==> src/sdr_pkg.sv <==
// Shared constants and types for the spectrum decimator and requantizer.
`default_nettype none
package sdr_pkg;

    localparam int SUM_W        = 46;
    localparam int SAMPLE_W     = 32;
    localparam int CHAN_W       = 12;
    localparam int CFG_IDX_W    = 3;
    localparam int QUOT_W       = 8;
    localparam int REM_W        = SUM_W + QUOT_W + 1;
    localparam int QUEUE_DEPTH  = 4;

    localparam int DEF_MAX_OUT_CHANNELS  = 4096;
    localparam int DEF_MAX_FREQ_COLLAPSE = 64;
    localparam int DEF_MAX_TIME_COLLAPSE = 256;
    localparam int DEF_SAMPLE_BITS       = 32;

    localparam logic [CFG_IDX_W-1:0] REG_OUT_CHANNELS  = 3'd0;
    localparam logic [CFG_IDX_W-1:0] REG_FREQ_COLLAPSE = 3'd1;
    localparam logic [CFG_IDX_W-1:0] REG_TIME_COLLAPSE = 3'd2;
    localparam logic [CFG_IDX_W-1:0] REG_QUANT_MIN     = 3'd3;
    localparam logic [CFG_IDX_W-1:0] REG_QUANT_MAX     = 3'd4;
    localparam logic [CFG_IDX_W-1:0] REG_OUT_MODE      = 3'd5;

    typedef enum logic [1:0] {
        B_IDLE,
        B_ACC,
        B_DIV,
        B_OUT
    } back_state_t;

endpackage
`default_nettype wire

==> src/sdr_queue.sv <==
// Small flop-based FIFO between the front and back parts.
`default_nettype none
module sdr_queue #(
    parameter int WIDTH = 8,
    parameter int DEPTH = sdr_pkg::QUEUE_DEPTH
) (
    input  wire logic             aclk,
    input  wire logic             aresetn,
    input  wire logic             push,
    input  wire logic [WIDTH-1:0] push_data,
    output logic                  full,
    input  wire logic             pop,
    output logic      [WIDTH-1:0] head,
    output logic                  empty,
    output logic [$clog2(DEPTH+1)-1:0] count
);

    localparam int PTR_W = (DEPTH > 1) ? $clog2(DEPTH) : 1;
    localparam int CNT_W = $clog2(DEPTH + 1);

    logic [WIDTH-1:0] slot_reg [DEPTH];
    logic [PTR_W-1:0] wr_ptr_reg, wr_ptr_next;
    logic [PTR_W-1:0] rd_ptr_reg, rd_ptr_next;
    logic [CNT_W-1:0] cnt_reg, cnt_next;

    assign full  = (cnt_reg == CNT_W'(DEPTH));
    assign empty = (cnt_reg == '0);
    assign head  = slot_reg[rd_ptr_reg];
    assign count = cnt_reg;

    always_comb begin
        wr_ptr_next = wr_ptr_reg;
        rd_ptr_next = rd_ptr_reg;
        cnt_next    = cnt_reg;
        if (push) begin
            wr_ptr_next = (wr_ptr_reg == PTR_W'(DEPTH - 1)) ? '0 : wr_ptr_reg + 1'b1;
        end
        if (pop) begin
            rd_ptr_next = (rd_ptr_reg == PTR_W'(DEPTH - 1)) ? '0 : rd_ptr_reg + 1'b1;
        end
        if (push && !pop) begin
            cnt_next = cnt_reg + 1'b1;
        end else if (pop && !push) begin
            cnt_next = cnt_reg - 1'b1;
        end
    end

    always_ff @(posedge aclk) begin
        if (!aresetn) begin
            wr_ptr_reg <= '0;
            rd_ptr_reg <= '0;
            cnt_reg    <= '0;
        end else begin
            wr_ptr_reg <= wr_ptr_next;
            rd_ptr_reg <= rd_ptr_next;
            cnt_reg    <= cnt_next;
        end
    end

    always_ff @(posedge aclk) begin
        if (push) begin
            slot_reg[wr_ptr_reg] <= push_data;
        end
    end

endmodule
`default_nettype wire

==> config.mk <==
export PLATFORM = sky130hd
export DESIGN_NAME = sdr_queue
export DESIGN_NICKNAME = d
export VERILOG_FILES = /design/src/sdr_pkg.sv /design/src/sdr_queue.sv
export SDC_FILE = /design/constraint.sdc
export NUM_CORES = 1
export LEC_CHECK = 0
export ABC_AREA = 1
export BUFFER_PORTS_ARGS = -buffer_cell sky130_fd_sc_hd__buf_2
export CORE_MARGIN = 2
export CORE_UTILIZATION = 35
export CTS_CLUSTER_SIZE = 8
export DETAILED_ROUTE_END_ITERATION = 6
export SYNTH_ARGS = -nofsm -noshare
export SYNTH_HDL_FRONTEND = slang
export SYNTH_SLANG_ARGS = --single-unit
==> constraint.sdc <==
create_clock -name aclk -period 1.4 [get_ports aclk]
set_clock_uncertainty 0.2 [all_clocks]
set_input_delay 0.14 -clock aclk [delete_from_list [all_inputs] [get_ports aclk]]
set_output_delay 0.14 -clock aclk [all_outputs]
set_load 0.01 [all_outputs]
# Word-level counts from Yosys, hierarchy flattened
# Memory sizes are Yosys's and may differ from the RTL's. A register that Yosys moved wholly into a read port is not among the register bits.
# Cells that the tools add are included.
[op_classes] n_addsub=4 eq_ne=3 muxes=8 n_reduce_logical=6
[op_table] op="2-to-1 mux 2 bit" count=4
[op_table] op="2-to-1 mux 3 bit" count=2
[op_table] op="adder 2 x 1 -> 2 bit, second input constant" count=2
[op_table] op="equality test 2 bit, second input constant" count=2
[op_table] op="adder 3 x 1 -> 3 bit, second input constant" count=1
[op_table] op="equality test 3 bit, second input constant" count=1
[op_table] op="logical NOT 3 bit" count=1
[op_table] op="subtractor 3 x 1 -> 3 bit, second input constant" count=1
[op_table] op="logical AND 1 bit" count=2
[op_table] op="logical NOT 1 bit" count=2
[op_table] op="2-to-1 mux 1 bit" count=2
[op_table] op="nonzero test 2 bit" count=1
[word_totals] regBits=7 ram_bits=32 input_bits=12 output_inout_bits=13 word_cells=25 mem_count=1
[memory_table] memory="slot_reg" depth=4 word_bits=8 rd=1 rd_clocked_by_memory_dff=1 write_ports=1 line="sdr_queue.sv:21" text="logic [WIDTH-1:0] slot_reg [DEPTH];"

# Logic depth before layout (Yosys ltp)
[logic_depth] word_depth=4 mapped_depth=10 mapped_depth_nobuf=10

# Worst setup path before layout
# Ideal clock, no wire load.
[synth_timing] kind="register to register" from="register cnt_reg[0] (netlist: count[0])" to="register cnt_reg[2] (netlist: count[2])" setup_time_ns=0.110 arrival_time_ns=1.086 required_time_ns=1.090 slack_ns=0.004 stages_incl_launch_ff=8 n_path_buf=0 period_less_slack_ns=1.396 cell_sequence="dfxtp_1 fa_1 inv_1 nand2_1 nand3_1 nand2_1 inv_1 nor2_1"
[synth_between] elab_chain_len=3
[synth_lines] element="from (decl)" line="sdr_queue.sv:24" text="logic [CNT_W-1:0] cnt_reg, cnt_next;"
[synth_lines] element="from (signal assigned)" line="sdr_queue.sv:56" text="cnt_reg <= cnt_next;"
[synth_lines] element="subtractor 3 x 1 -> 3 bit" line="sdr_queue.sv:44" text="cnt_next = cnt_reg - 1'b1;"
[synth_lines] element="2-to-1 mux 3 bit" line="sdr_queue.sv:43" text="end else if (pop && !push) begin"
[synth_lines] element="2-to-1 mux 3 bit (*)" line="sdr_queue.sv:41" text="if (push && !pop) begin"
# Every way passes the cells marked *; elsewhere a longest branch is shown, timed or not. The select of a mux whose other input is x is not followed.
# A chain may end at the register's enable or synchronous reset.

==> impl_metrics.ini <==
[synthesis]
synthTopCellsByCount = edfxtp_1, nor2_1, inv_1, o21ai_0, dfxtp_1
syn_nets = 154
synth-main-ff-cell = edfxtp_1
synth_area_per_cell_um2 = 12.2
yosysTopAreaCell = edfxtp_1
synth_edf_count = 32
yosysUniqueCellTypes = 19
synthCells = 135
synth_top_area_share = 0.582
yosysWarnings = 0
async_reset_ff_frac = 0
ys_ff_latch = 41
synth_most_common_cell = edfxtp_1
synth.area.top_cells = edfxtp_1, dfxtp_1, nor2_1
synthesis.area_mm2 = 0.00165
yosysSeqAreaShare = 0.691

[clock_tree]
clkSinkCount = 41
clkLatencyLatePin_ns = 0.29
clkSlewWorstSetupHoldPaths_ns = 0.08
max-clock-path-buffers = 2
cts_htree_levels = 2
cts_tree = built
cts_root_buf = clkbuf_8
cts_buffers = 5

[routing]
drtIter0Drc = 63
ant_nets = 0
drc = 0
wl_per_cell_um = 14.3
via_count = 1181
firstDrtPassIters = 4
wl_mm = 3.49
vias_per_cell = 4.84

[final_layout]
largest_reg_flops = 32
multiInputGateArea_um2 = 473
register_area_mm2 = 0.00116
diodes = 0
synthToLayoutAreaGrowth_pct = 38.2
layout-drive-gt1-share = 0.396
nNetsFinal = 210
n_fill_cell = 399

[power_and_ir_drop]
p_per_area_mw_per_mm2 = 1210
leakagePower_nw = 0.933
ir_drop_mv = 0.573

[timing]
fin_crit_ns = 1.54
setup-violations-final = 11
max-slew-margin-rel = 0.895
period_share = 1.10
worst_pin_slew_ns = 0.156
rsz0062_at_grt = yes
drv_slew = 0
hold_viol = 0
worst_slack_ns = -0.142
timing.setup.tns_ns = -1.04
max_freq_mhz = 648
hold_slack_ns = 0.105

[global_route]
grt_first_pass_wirelength_mm = 5.59
grt_max_degree = 17
antenna_found_initial = 0
grtUsageTotal = 0.142
overflow = 0
grt_pass1_vias = 1255

[critical_path]
path_cells = buf_6 > o21ai_2 > o22ai_1 > buf_2
crit_required_ns = 1.06
worst-setup-path-type = reg -> out
start_kind = flop
crit_fanout = 5
r2r_cells = 6
max_stage_delay_ns = 0.41
arrival_ns = 1.20
critPathSlowestCell = dfxtp_4
end_kind = output pin

[min_path]
min_path_type = in -> reg
min_path_cells = 5

[placement]
place_congestion = 0.783
place.port_buffers = 24
dp.final_hpwl_mm = 2.40

[floorplan]
fp.dieArea_mm2 = 0.00528
die_y_um = 72.7
std_cell_rows = 24
core_area_mm2 = 0.00444
ios = 25
die_x_um = 72.7
start_util = 0.372

[outcome]
failed_checks = negative setup slack
status = finished, violations left

[run]
maxCapViolCount = 0
[repair_timing]
action                                 4_1_cts  5_1_grt
setup endpoints to repair                   21       32
buffers inserted                             1        0
hold buffers                                10        0
endpoints found under the hold margin       41        0
cloned                                       1        0
pin swaps                                   10       10
resized for setup                           28       18
[worst paths after layout]
check | endpoint | slack [ns] | start
worst max-delay path | head[3] | -0.14 | flop
worst max register to register | count[2] | 0 | count[1]
worst min-delay path | flop | 0.11 | pop
worst min register to register | wr_ptr_reg[1] | 0.32 | wr_ptr_reg[1]
[cells in the final DEF (no fill, tap or decap), drive strengths merged]
cell type    Yosys  routed
a21oi            3       3
buf              2      41
clkbuf           0       7
clkinv           0       1
dfxtp            9       9
dlygate4sd3      0      10
edfxtp          32      32
fa               1       1
ha               6       6
inv             16      16
nand2            8       8
nand3            1       1
nand4            1       1
nor2            24      24
nor3             4       4
o21ai           19      19
o22ai            8       8
xor2             1       1
[critical path, delay by kind of cell, from the launching register on]
kind,cells,cell delay [ns]
flip-flops,1,0.41
buffers and inverters,2,0.30
AO/OA/AOI/OAI,2,0.21
[per-stage QoR]
| step | utilization | worst slack (ns) | cell area (um^2) | cells | total power [mW] |
|---|---|---|---|---|---|
| finish | 0.514 | -0.142 | 2280 | 244 | 2.76 |
| global route | 0.514 | -0.202 | 2280 | 244 | 2.88 |
| CTS | 0.506 | -0.152 | 2250 | 244 | 2.77 |
| detailed placement | 0.445 | -0.230 | 1980 | 224 | 1.85 |
| global placement | 0.445 | -0.0831 | 1980 | 224 | 1.82 |
| floorplan | - | 0.00432 | 1650 | 135 | 1.65 |
[kinds of logic after synthesis]
family / count (synthesis) / synth area share
fa+ha+maj: 7 / 0.0576
simple gates: 38 / 0.0947
compound gates: 30 / 0.102
xor+xnor: 1 / 0.00530
buf+inv: 18 / 0.0500
flops: 41 / 0.691
[area by class of cell]
cell class,instances,share of cell area
sequential,41,0.508
multi-input combinational,76,0.207
timing repair buffer,51,0.181
clock buffer,7,0.0428
inverter,16,0.0307
tap,52,0.0285
clock inverter,1,0.00219
[routing by layer]
metal | vias to the layer above | wire length, um | GRT usage
li1 | 582 | - | -
met4 | 0 | 45 | 0.0556
met3 | 6 | 134 | 0.0428
met5 | - | 0 | 0
met2 | 26 | 1830 | 0.269
met1 | 567 | 1480 | 0.145
[power breakdown]
group          total [mW]  leakage, nW  switching (mW)  internal [mW]
combinational       0.479        0.508           0.248          0.231
sequential           1.43        0.372          0.0474           1.38
clock               0.852       0.0534           0.395          0.457
(Power assumes the default switching activity.)
