==> src/sdr_front.sv <==
// Front part: channel, group and spectrum counters that classify each item.
`default_nettype none
module sdr_front #(
    parameter int IDX_W = 12,
    parameter int CIG_W = 6,
    parameter int SIB_W = 8
) (
    input  wire logic             aclk,
    input  wire logic             aresetn,
    input  wire logic             accept,
    input  wire logic [IDX_W-1:0] oc_last,
    input  wire logic [CIG_W-1:0] fc_last,
    input  wire logic [SIB_W-1:0] tc_last,
    output logic      [IDX_W-1:0] idx,
    output logic                  first,
    output logic                  emit,
    output logic                  last_oc
);

    logic [IDX_W-1:0] idx_reg, idx_next;
    logic [CIG_W-1:0] cig_reg, cig_next;
    logic [SIB_W-1:0] sib_reg, sib_next;
    logic             last_ch;
    logic             last_sp;

    assign last_ch = (cig_reg >= fc_last);
    assign last_sp = (sib_reg >= tc_last);
    assign last_oc = (idx_reg >= oc_last);
    assign idx     = idx_reg;
    assign first   = (sib_reg == '0) && (cig_reg == '0);
    assign emit    = last_ch && last_sp;

    always_comb begin
        idx_next = idx_reg;
        cig_next = cig_reg;
        sib_next = sib_reg;
        if (accept) begin
            if (last_ch) begin
                cig_next = '0;
                if (last_oc) begin
                    idx_next = '0;
                    sib_next = last_sp ? '0 : sib_reg + 1'b1;
                end else begin
                    idx_next = idx_reg + 1'b1;
                end
            end else begin
                cig_next = cig_reg + 1'b1;
            end
        end
    end

    always_ff @(posedge aclk) begin
        if (!aresetn) begin
            idx_reg <= '0;
            cig_reg <= '0;
            sib_reg <= '0;
        end else begin
            idx_reg <= idx_next;
            cig_reg <= cig_next;
            sib_reg <= sib_next;
        end
    end

endmodule
`default_nettype wire

==> config.mk <==
export PLATFORM = sky130hd
export DESIGN_NAME = sdr_front
export DESIGN_NICKNAME = d
export VERILOG_FILES = /design/src/sdr_front.sv
export SDC_FILE = /design/constraint.sdc
export NUM_CORES = 1
export LEC_CHECK = 0
export BUFFER_PORTS_ARGS = -buffer_cell sky130_fd_sc_hd__clkbuf_2
export CAP_MARGIN = 10
export CORE_MARGIN = 2
export CORE_UTILIZATION = 43
export CTS_BUF_LIST = sky130_fd_sc_hd__clkbuf_4 sky130_fd_sc_hd__clkbuf_8
export CTS_CLUSTER_DIAMETER = 80
export DETAILED_ROUTE_END_ITERATION = 10
export PLACE_DENSITY = 0.69
export SLEW_MARGIN = 10
export SYNTH_ARGS = -nofsm -noshare
export SYNTH_HDL_FRONTEND = slang
export SYNTH_SLANG_ARGS = --single-unit
==> constraint.sdc <==
create_clock -name aclk -period 2.05 [get_ports aclk]
set_input_delay 0.41 -clock aclk [delete_from_list [all_inputs] [get_ports aclk]]
set_output_delay 0.41 -clock aclk [all_outputs]
set_load 0.02 [all_outputs]
# --- Word level (Yosys, flattened, before mapping) ---
# Cells that the tools add are included.
word_totals:
  regBits: 26
  mem_count: 0
  latchBits: 0
  romBits: 0
  mem_bits_rw: 0
classes:
  shift: 0
  bitwise_logic: 0
  eq_ne: 0
  n_lt_le_gt_ge: 3
  mux: 3
  div_mod_pow: 0
  add_sub_neg: 3
  n_reduce_logical: 6
  mul: 0
op_table:
  columns: ["cell", "n"]
  rows:
  - ["$add A12 B1 Y12 const B", 1]
  - ["$ge A12 B12 Y1", 1]
  - ["$mux W12", 1]
  - ["$add A8 B1 Y8 const B", 1]
  - ["$ge A8 B8 Y1", 1]
  - ["$logic_not A8 Y1", 1]
  - ["$mux W8", 1]
  - ["$add A6 B1 Y6 const B", 1]
  - ["$ge A6 B6 Y1", 1]
  - ["$logic_not A6 Y1", 1]
  - ["$mux W6", 1]
  - ["$reduce_and A3 Y1", 1]
  - ["$logic_and A1 B1 Y1", 2]
  - ["$reduce_and A2 Y1", 1]

# --- Longest topological paths before layout ---
# Gate-level depths: netlist of run 1.
logic_depth:
  ltp_word: 2
  depth_mapped: 10
  ltp_nobuf: 9

# --- Worst setup path before layout of run 1 ---
# OpenSTA, ideal clock, no wires.
synth_path:
  path_type: "reg2reg"
  start: "register idx_reg[0], in the netlist idx[0]"
  end: "register idx_reg[0], in the netlist idx[0]"
  t_arrival_ns: 2.131
  n_path_buf: 1
  period_less_slack_ns: 2.201
  stages_incl_launch_ff: 11
  setup_ns: 0.070
  setup_slack_ns: -0.151
  cell_sequence: "dfxtp_1 -> inv_1 -> ha_1 -> nand2b_1 -> a21o_1 -> a211oi_2 -> o41a_1 -> buf_6 -> inv_2 -> or3_1 -> a21boi_1"
synth_between:
  elab_chain_cells: 2
  word_cells_on_any_way: 3
  classes_between: "1 x add/sub; 1 x order compare; 1 x mux"
synth_rtl:
  columns: ["element", "line", "source"]
  rows:
  - ["start: declaration", "20", "logic [IDX_W-1:0] idx_reg, idx_next;"]
  - ["start signal: assignment", "58", "idx_reg <= idx_next;"]
  - ["$ge A12 B12 Y1", "28", "assign last_oc = (idx_reg >= oc_last);"]
  - ["via last_oc", "17", "output logic last_oc"]
  - ["$mux W12", "40", "if (last_oc) begin"]
# The timed path passes the listed nets, and every way through them passes these cells.
# A chain may end at the register's enable or synchronous reset.

# --- Final worst setup path of run 1 ---
layout_path:
  start: "register idx_reg[0], in the netlist idx[0]"
  end: "output port last_oc"
layout_between:
  elab_chain_cells: 1
layout_rtl:
  columns: ["element", "line"]
  rows:
  - ["$ge A12 B12 Y1", "28"]
  - ["end: declaration", "17"]
# No other way between the ends.

==> results of run 1 <==
kinds of logic (layout without fill, tap and decap cells):
group	Yosys count	count (layout)	share of synthesized area (%)
muxes	2	2	1.02
AOI/OAI and AO/OA	35	35	13.1
adders and majority gates	31	31	19.8
and+or+nand+nor	94	94	25.0
xor gates and xnor gates	15	15	6.71
buffers and inverters	38	111	7.74
DFF	26	26	26.6
worst register-to-register path, stage by stage, from the launching register on:
cell and delay [ns]:
sky130_fd_sc_hd__dfxtp_4 0.37, sky130_fd_sc_hd__inv_4 0.04, sky130_fd_sc_hd__ha_4 0.24, sky130_fd_sc_hd__nand2b_4 0.10, sky130_fd_sc_hd__a21o_1 0.11, sky130_fd_sc_hd__a211oi_2 0.07, sky130_fd_sc_hd__o41a_1 0.33, sky130_fd_sc_hd__buf_6 0.14
sky130_fd_sc_hd__buf_4 0.13, sky130_fd_sc_hd__buf_6 0.12, sky130_fd_sc_hd__nor3_4 0.22, sky130_fd_sc_hd__buf_12 0.16, sky130_fd_sc_hd__a32o_1 0.11
synth_stat cells:
| cell | n | area (µm²) |
|---|---|---|
| sky130_fd_sc_hd__nand3_1 | 10 | 50.1 |
| sky130_fd_sc_hd__nor2_1 | 25 | 93.8 |
| sky130_fd_sc_hd__inv_1 | 30 | 113 |
| sky130_fd_sc_hd__o21ai_2 | 1 | 8.76 |
| sky130_fd_sc_hd__o41a_1 | 1 | 11.3 |
| sky130_fd_sc_hd__nor3_4 | 1 | 16.3 |
| sky130_fd_sc_hd__nand2_1 | 20 | 75.1 |
| sky130_fd_sc_hd__a211o_1 | 1 | 8.76 |
| sky130_fd_sc_hd__a21boi_0 | 1 | 7.51 |
| sky130_fd_sc_hd__o211ai_1 | 1 | 7.51 |
| sky130_fd_sc_hd__xor2_1 | 13 | 114 |
| sky130_fd_sc_hd__a211oi_2 | 1 | 12.5 |
| sky130_fd_sc_hd__nor2b_1 | 1 | 6.26 |
| sky130_fd_sc_hd__and2_1 | 2 | 12.5 |
| sky130_fd_sc_hd__nand2b_1 | 2 | 12.5 |
| sky130_fd_sc_hd__nor3_1 | 4 | 20.0 |
| sky130_fd_sc_hd__nor3b_1 | 3 | 22.5 |
| sky130_fd_sc_hd__a211oi_1 | 3 | 22.5 |
| sky130_fd_sc_hd__xnor2_1 | 2 | 17.5 |
| sky130_fd_sc_hd__o21ai_0 | 2 | 10.0 |
| sky130_fd_sc_hd__or3_1 | 1 | 6.26 |
| sky130_fd_sc_hd__dfxtp_1 | 26 | 521 |
| sky130_fd_sc_hd__and4_1 | 1 | 8.76 |
| sky130_fd_sc_hd__o2111ai_1 | 2 | 17.5 |
| sky130_fd_sc_hd__inv_2 | 1 | 3.75 |
| sky130_fd_sc_hd__nor4b_1 | 2 | 17.5 |
| sky130_fd_sc_hd__nor4_1 | 1 | 6.26 |
| sky130_fd_sc_hd__o21ai_1 | 2 | 10.0 |
| sky130_fd_sc_hd__a21oi_1 | 8 | 40.0 |
| sky130_fd_sc_hd__buf_2 | 1 | 5.00 |
| sky130_fd_sc_hd__a21o_1 | 2 | 15.0 |
| sky130_fd_sc_hd__clkbuf_1 | 5 | 18.8 |
| sky130_fd_sc_hd__ha_1 | 31 | 388 |
| sky130_fd_sc_hd__nand4_1 | 10 | 62.6 |
| sky130_fd_sc_hd__and3_1 | 7 | 43.8 |
| sky130_fd_sc_hd__and3b_1 | 4 | 35.0 |
| sky130_fd_sc_hd__a21boi_1 | 1 | 7.51 |
| sky130_fd_sc_hd__o2bb2ai_1 | 6 | 52.6 |
| sky130_fd_sc_hd__buf_6 | 1 | 11.3 |
| sky130_fd_sc_hd__o21a_1 | 2 | 15.0 |
| sky130_fd_sc_hd__mux2i_1 | 2 | 20.0 |
| sky130_fd_sc_hd__a32o_1 | 1 | 10.0 |
layout make-up:
class                      instances  area, µm²
fill                             381       1580
timing repair buffer              76        527
inverter                          31        124
sequential                        26        537
clock buffer                       4       48.8
multi-input combinational        177       1500
tap                               52       65.1
what timing repair did:
item,CTS,global route
endpoints found under the setup margin,4,19
gates cloned,0,0
buffers inserted,5,2
pin swaps,10,17
gates resized for setup,29,29
power by group:
| part | switching (mW) | leakage [nW] | internal, mW |
|---|---|---|---|
| clock | 0.175 | 0.0262 | 0.153 |
| sequential | 0.00368 | 0.215 | 0.507 |
| combinational | 0.0816 | 1.12 | 0.0791 |
how the worst max path moves through the flow:
stage,start,end,depth (start not counted)
global placement,oc_last[0],last_oc,9
detailed placement,oc_last[0],last_oc,9
finish,idx[0]$_SDFFE_PN0P_,last_oc,9
floorplan,tc_last[3],emit,6
CTS,idx[0]$_SDFFE_PN0P_,last_oc,9
global route,idx[0]$_SDFFE_PN0P_,last_oc,9
routing by layer:
layer | share of wire, % | up-vias | routed length, µm | track usage (%)
li1 | - | 982 | - | -
met1 | 48 | 858 | 2260 | 26.9
met2 | 48 | 33 | 2260 | 31.2
met3 | 3.6 | 4 | 172 | 2.11
met4 | 0.85 | 0 | 40 | 5.03
met5 | 0 | - | 0 | 0
through the flow:
stage	hold WS, ns	instance area (µm²)	power (mW)
finish	0.497	2800	1.00
global route	0.503	2800	1.05
CTS	0.500	2640	1.00
detailed placement	0.517	2420	0.663
floorplan	0.472	1970	0.605
global placement	0.510	2420	0.660
==> reports/qor_table.md, run 1 <==
| Quantity | Reported | Unit |
|:---|:---|:---|
| Run status | finished with violations | - |
| Violations in the final reports | negative setup slack | - |
| First-pass GRT wire length | 7990 | µm |
| Clock buffers created by TritonCTS | 3 | - |
| Number of DRC markers in iteration 0 | 88 | - |
| Number of cells on the worst reg-to-reg path | 12 | - |
| Initial Util | 44.6 | % |
| Final non-filler cell total | 366 | - |
| Clock root buffer master | sky130_fd_sc_hd__clkbuf_8 | - |
| Clock tree sinks | 26 | - |
| DRT Wirelength | 4730 | µm |
| Overall fraction of global-route tracks in use | 19.1 | % |
| Post-route setup TNS | -1.72 | ns |
| Longest individual stage delay on the worst path | 0.37 | ns |
| Hold Path Origin | accept | - |
| Post-route ant nets | 0 | - |
| Share of cells above drive strength 1 | 40.4 | % |
| Worst skew pair latency | 0.28 | ns |
| Period utilization | 111 | % |
| Worst reg2reg setup slack | -0.15 | ns |
| Number of antenna violations at the first check in global routing | 0 | - |
| Pwr per Cell Area | 357 | nW/µm² |
| I/O pin count | 44 | - |
| Number of H-tree branching levels | 1 | - |
| Critical path launch point type | flip-flop | - |
| CTS tree | yes | - |
| Number of diodes added for antenna fixing | 0 | - |
| Final WS setup | -0.219 | ns |
| CP Buf/Inv Count | 4 | - |
| Hold endpoint | cig_reg[1]$_SDFFE_PN0P_ | - |
| Floorplan die height | 71.5 | µm |
| Worst hold-check path type | in -> reg | - |
| Layout Nets | 375 | - |
| Capture point of the worst reg-to-reg path | sib_reg[2]$_SDFFE_PN0P_ | - |
| Detailed-route via count | 1,877 | - |
| Average detailed-routed wire length per instance | 12.9 | µm |
| Commonest non-fill, non-tap cells in the layout | sky130_fd_sc_hd__clkbuf_2 (41), sky130_fd_sc_hd__inv_1 (28), sky130_fd_sc_hd__buf_4 (26) | - |
| Startpoint of the most critical register-to-register path | idx[0]$_SDFFE_PN0P_ | - |
| Cell count after synthesis | 241 | - |
| Post-Syn Nets | 301 | - |
| Setup skew after layout | 0.00475 | ns |
| Most common cell after layout, fill and taps aside | sky130_fd_sc_hd__clkbuf_2 | - |
| Dominant delay contributor by cell family on the critical path | compound AO/OA/AOI/OAI gates | - |
| Core footprint | 4380 | µm² |
| Achievable clock frequency | 441 | MHz |
| Max-cap violation count | 0 | - |
| CP max stage cell | sky130_fd_sc_hd__dfxtp_4 | - |
| Maximum fanout along the worst path | 3 | - |
| Die Area | 5110 | µm² |
| Post-layout util | 63.9 | % |
| Avg Cell Area, Syn | 8.12 | µm² |
| Worst slew pin tran | 0.378 | ns |
| Final hold violations | 0 | - |
| Required time of the critical path | 1.64 | ns |
| Detailed-router iteration count before antenna repair | 4 | - |
| Max FFs per register | 12 | - |
| Worst setup EP type | primary output | - |
| Placed instance count | 355 | - |
| Number of warning messages in the yosys log | 0 | - |
| Post-Syn Area | 1960 | µm² |
| Register bit count reported by yosys | 26 | - |
| Hold buffer count at CTS | 0 | - |
| Unrepaired setup endpoints after global routing | true | - |
| Clock period minus worst slack | 2.27 | ns |
| Number of cell rows | 24 | - |
| Worst slew margin relative to its limit | 74.8 | % |
| Estimated wirelength of the detail-placed design | 3440 | µm |
| Critical path arrival | 1.86 | ns |
| Die Wd | 71.5 | µm |
| Clock transition at path regs | 0.10 | ns |
| Post-Place Setup Slack | -0.164 | ns |
| Drt drc | 0 | - |
| Cell variety after synth | 42 | - |
| Max Root-Sink Buffers | 2 | - |
| Leak | 1.37 | nW |
| Pin count of the biggest net entering global routing | 21 | - |
| Remaining global-route overflow | 0 | - |
| Port Buffers | 43 | - |
| Final Max Tran Viols | 0 | - |
| Part of the Yosys area used for sequential elements | 26.6 | % |
| Routability cong. | 0.759 | - |
| Worst hold path stage count | 3 | - |
| Vias/cell | 5.13 | - |
| Via count of the first global-routing pass | 1,731 | - |
| CP Class | reg -> out | - |
| Critical Path, Cell by Cell | inv_4 -> ha_4 -> nand2b_4 -> a21o_1 -> a211oi_2 -> o41a_1 -> buf_6 -> inv_6 -> buf_8 | - |
| Number of endpoints failing setup at the final stage | 19 | - |
| Area Growth Syn to Fin | 43.1 | % |
| Worst ir drop on vdd | 0.000215 | V |
(Power assumes the default switching activity.)
==> run 2: changes to the inputs <==
- REMOVE_ABC_BUFFERS: unset -> 1
==> reports/qor_table.md, run 2 (synthesis gave the netlist of run 1 again) <==
| Quantity | Reported | Unit | vs previous |
|:---|:---|:---|:---|
| Overall power consumption | 1.10 | mW | was 1000 µW |
| Die Area | 5110 | µm² | unchanged |
| Layout Nets | 386 | - | was 375 |
| CP max stage cell | sky130_fd_sc_hd__dfxtp_2 | - | was sky130_fd_sc_hd__dfxtp_4 |
| Average detailed-routed wire length per instance | 13.5 | µm | was 12.9 µm |
| Worst slew margin relative to its limit | 69.4 | % | was 74.8% |
| Leak | 1.43 | nW | was 1.37 nW |
| Required time of the critical path | 1.64 | ns | about the same |
| Number of cells on the worst reg-to-reg path | 12 | - | unchanged |
| Worst ir drop on vdd | 0.000378 | V | was 0.000215 V |
| Max-cap violation count | 0 | - | unchanged |
| First-pass GRT wire length | 8250 | µm | was 7990 µm |
| Number of DRC markers in iteration 0 | 115 | - | was 88 |
| Core footprint | 4380 | µm² | unchanged |
| Violations in the final reports | negative setup slack | - | unchanged |
| Floorplan die height | 71.5 | µm | unchanged |
| Number of endpoints failing setup at the final stage | 21 | - | was 19 |
| Routability cong. | 0.801 | - | was 0.759 |
| Worst hold path stage count | 4 | - | was 3 |
| Clock tree sinks | 26 | - | unchanged |
| Pin count of the biggest net entering global routing | 21 | - | unchanged |
| Worst setup EP type | primary output | - | unchanged |
| Number of cell rows | 24 | - | unchanged |
| Achievable clock frequency | 453 | MHz | was 441 MHz |
| Clock buffers created by TritonCTS | 3 | - | unchanged |
| Vias/cell | 5.29 | - | was 5.13 |
| Cell repeated most along the worst path | sky130_fd_sc_hd__inv_2 | - |  |
| Pwr per Cell Area | 377 | nW/µm² | was 357 nW/µm² |
| Overall fraction of global-route tracks in use | 20.0 | % | was 19.1% |
| Via count of the first global-routing pass | 1,959 | - | was 1,731 |
| Run status | finished with violations | - | unchanged |
| Number of antenna violations at the first check in global routing | 0 | - | unchanged |
| Area Growth Syn to Fin | 49.8 | % | was 43.1% |
| Initial Util | 44.6 | % | unchanged |
| Post-route ant nets | 0 | - | unchanged |
| Clock root buffer master | sky130_fd_sc_hd__clkbuf_8 | - | unchanged |
| Final WS setup | -0.155 | ns | was -0.219 ns |
| Max FFs per register | 12 | - | unchanged |
| Critical Path, Cell by Cell | inv_2 -> ha_4 -> nand2b_4 -> a21o_1 -> a211oi_2 -> o41a_1 -> inv_2 -> buf_8 | - | was inv_4 -> ha_4 -> nand2b_4 -> a21o_1 -> a211oi_2 -> o41a_1 -> buf_6 -> inv_6 -> buf_8 |
| Number of diodes added for antenna fixing | 0 | - | unchanged |
| Die Wd | 71.5 | µm | unchanged |
| Setup skew after layout | 0.0116 | ns | was 0.00475 ns |
| I/O pin count | 44 | - | unchanged |
| Most common cell after layout, fill and taps aside | sky130_fd_sc_hd__clkbuf_2 | - | unchanged |
| Clock transition at path regs | 0.10 | ns | about the same |
| Commonest non-fill, non-tap cells in the layout | sky130_fd_sc_hd__clkbuf_2 (41), sky130_fd_sc_hd__buf_4 (34), sky130_fd_sc_hd__inv_1 (28) | - | was sky130_fd_sc_hd__clkbuf_2 (41), sky130_fd_sc_hd__inv_1 (28), sky130_fd_sc_hd__buf_4 (26) |
| Remaining global-route overflow | 0 | - | unchanged |
| Worst hold-check slack | 0.496 | ns | was 0.497 ns |
| Final hold violations | 0 | - | unchanged |
| Clock period minus worst slack | 2.21 | ns | was 2.27 ns |
| DRT Wirelength | 5100 | µm | was 4730 µm |
| Longest individual stage delay on the worst path | 0.34 | ns | was 0.37 ns |
| Max Root-Sink Buffers | 2 | - | unchanged |
| Worst slew pin tran | 0.459 | ns | was 0.378 ns |
| Worst hold-check path type | in -> reg | - | unchanged |
| Number of H-tree branching levels | 1 | - | unchanged |
| CTS tree | yes | - | unchanged |
| Worst skew pair latency | 0.28 | ns | about the same |
| Final Max Tran Viols | 0 | - | unchanged |
| Share of cells above drive strength 1 | 44.3 | % | was 40.4% |
| Period utilization | 108 | % | was 111% |
| Drt drc | 0 | - | unchanged |
| Critical path arrival | 1.80 | ns | was 1.86 ns |
| Port Buffers | 43 | - | unchanged |
| Critical path launch point type | flip-flop | - | unchanged |
| CP Class | reg -> out | - | unchanged |
| Estimated wirelength of the detail-placed design | 3450 | µm | was 3440 µm |
| Maximum fanout along the worst path | 2 | - | was 3 |
| Detailed-route via count | 1,994 | - | was 1,877 |
| Unrepaired setup endpoints after global routing | true | - | unchanged |
| Detailed-router iteration count before antenna repair | 4 | - | unchanged |
[run 2: changes by cell type in the layout (fill, tap and decap cells not counted), sizes merged]
cell | previous run | this run
buf | 35 | 46
bufinv | 0 | 1
clkbuf | 45 | 44
[run 2: per-stage QoR]
step	worst slack (ns)	util (%)	std cells	TNS, ns	cell area (µm²)
global placement	-0.145	55.8	360	-2.29	2450
finish	-0.155	66.9	377	-1.56	2930
floorplan	-0.324	-	234	-4.23	1920
global route	-0.242	66.9	377	-3.48	2930
CTS	-0.206	61.1	372	-0.804	2680
detailed placement	-0.171	55.8	360	-2.79	2450
[run 2: path summary, 6_finish.rpt]
check / start / endpoint / slack [ns]
max reg2reg: idx[0]$_SDFFE_PN0P_ / sib_reg[1]$_SDFFE_PN0P_ / -0.12
max: idx[0]$_SDFFE_PN0P_ / last_oc / -0.16
min: accept / idx[11]$_SDFFE_PN0P_ / 0.50
min reg2reg: sib_reg[6]$_SDFFE_PN0P_ / sib_reg[6]$_SDFFE_PN0P_ / 0.52
[run 2: what timing repair did]
| item | in CTS | in global routing |
|---|---|---|
| gates cloned | 0 | 0 |
| pin swaps | 10 | 23 |
| endpoints found under the setup margin | 14 | 28 |
| setup buffers | 8 | 5 |
| hold buffers | 0 | 0 |
| resized for setup | 23 | 51 |
[run 2: power breakdown]
group	internal [mW]	total, mW	switching [mW]
Clock	0.261	0.428	0.167
Combinational	0.0809	0.166	0.0851
Sequential	0.505	0.509	0.00395
Total	0.848	1.10	0.256
[run 2: worst max-delay path: cells and delay by family (launching register included)]
family	cells	cell delay, ns
simple gates	1	0.12
compound gates	3	0.60
fa+ha+maj	1	0.22
flops	1	0.34
buf+inv	3	0.24
[run 2: layout make-up]
type / instances / area [µm²]
multi-input cells: 177 / 1530
clock inverters: 1 / 30.0
fillers: 343 / 1450
flip-flops and latches: 26 / 536
inverters: 31 / 116
repair buffers: 87 / 612
well taps: 52 / 65.1
clock buffers: 3 / 41.3
[run 2: per-layer routing]
metal  track usage, %  vias to the layer above  wire length (µm)  share of wire (%)
li1                 -                     1007                 -                  -
met1             24.0                      909              2130                 42
met2             35.8                       63              2650                 52
met3             3.66                       15               213                4.2
met4             6.50                        0               109                2.1
met5                0                        -                 0                  0
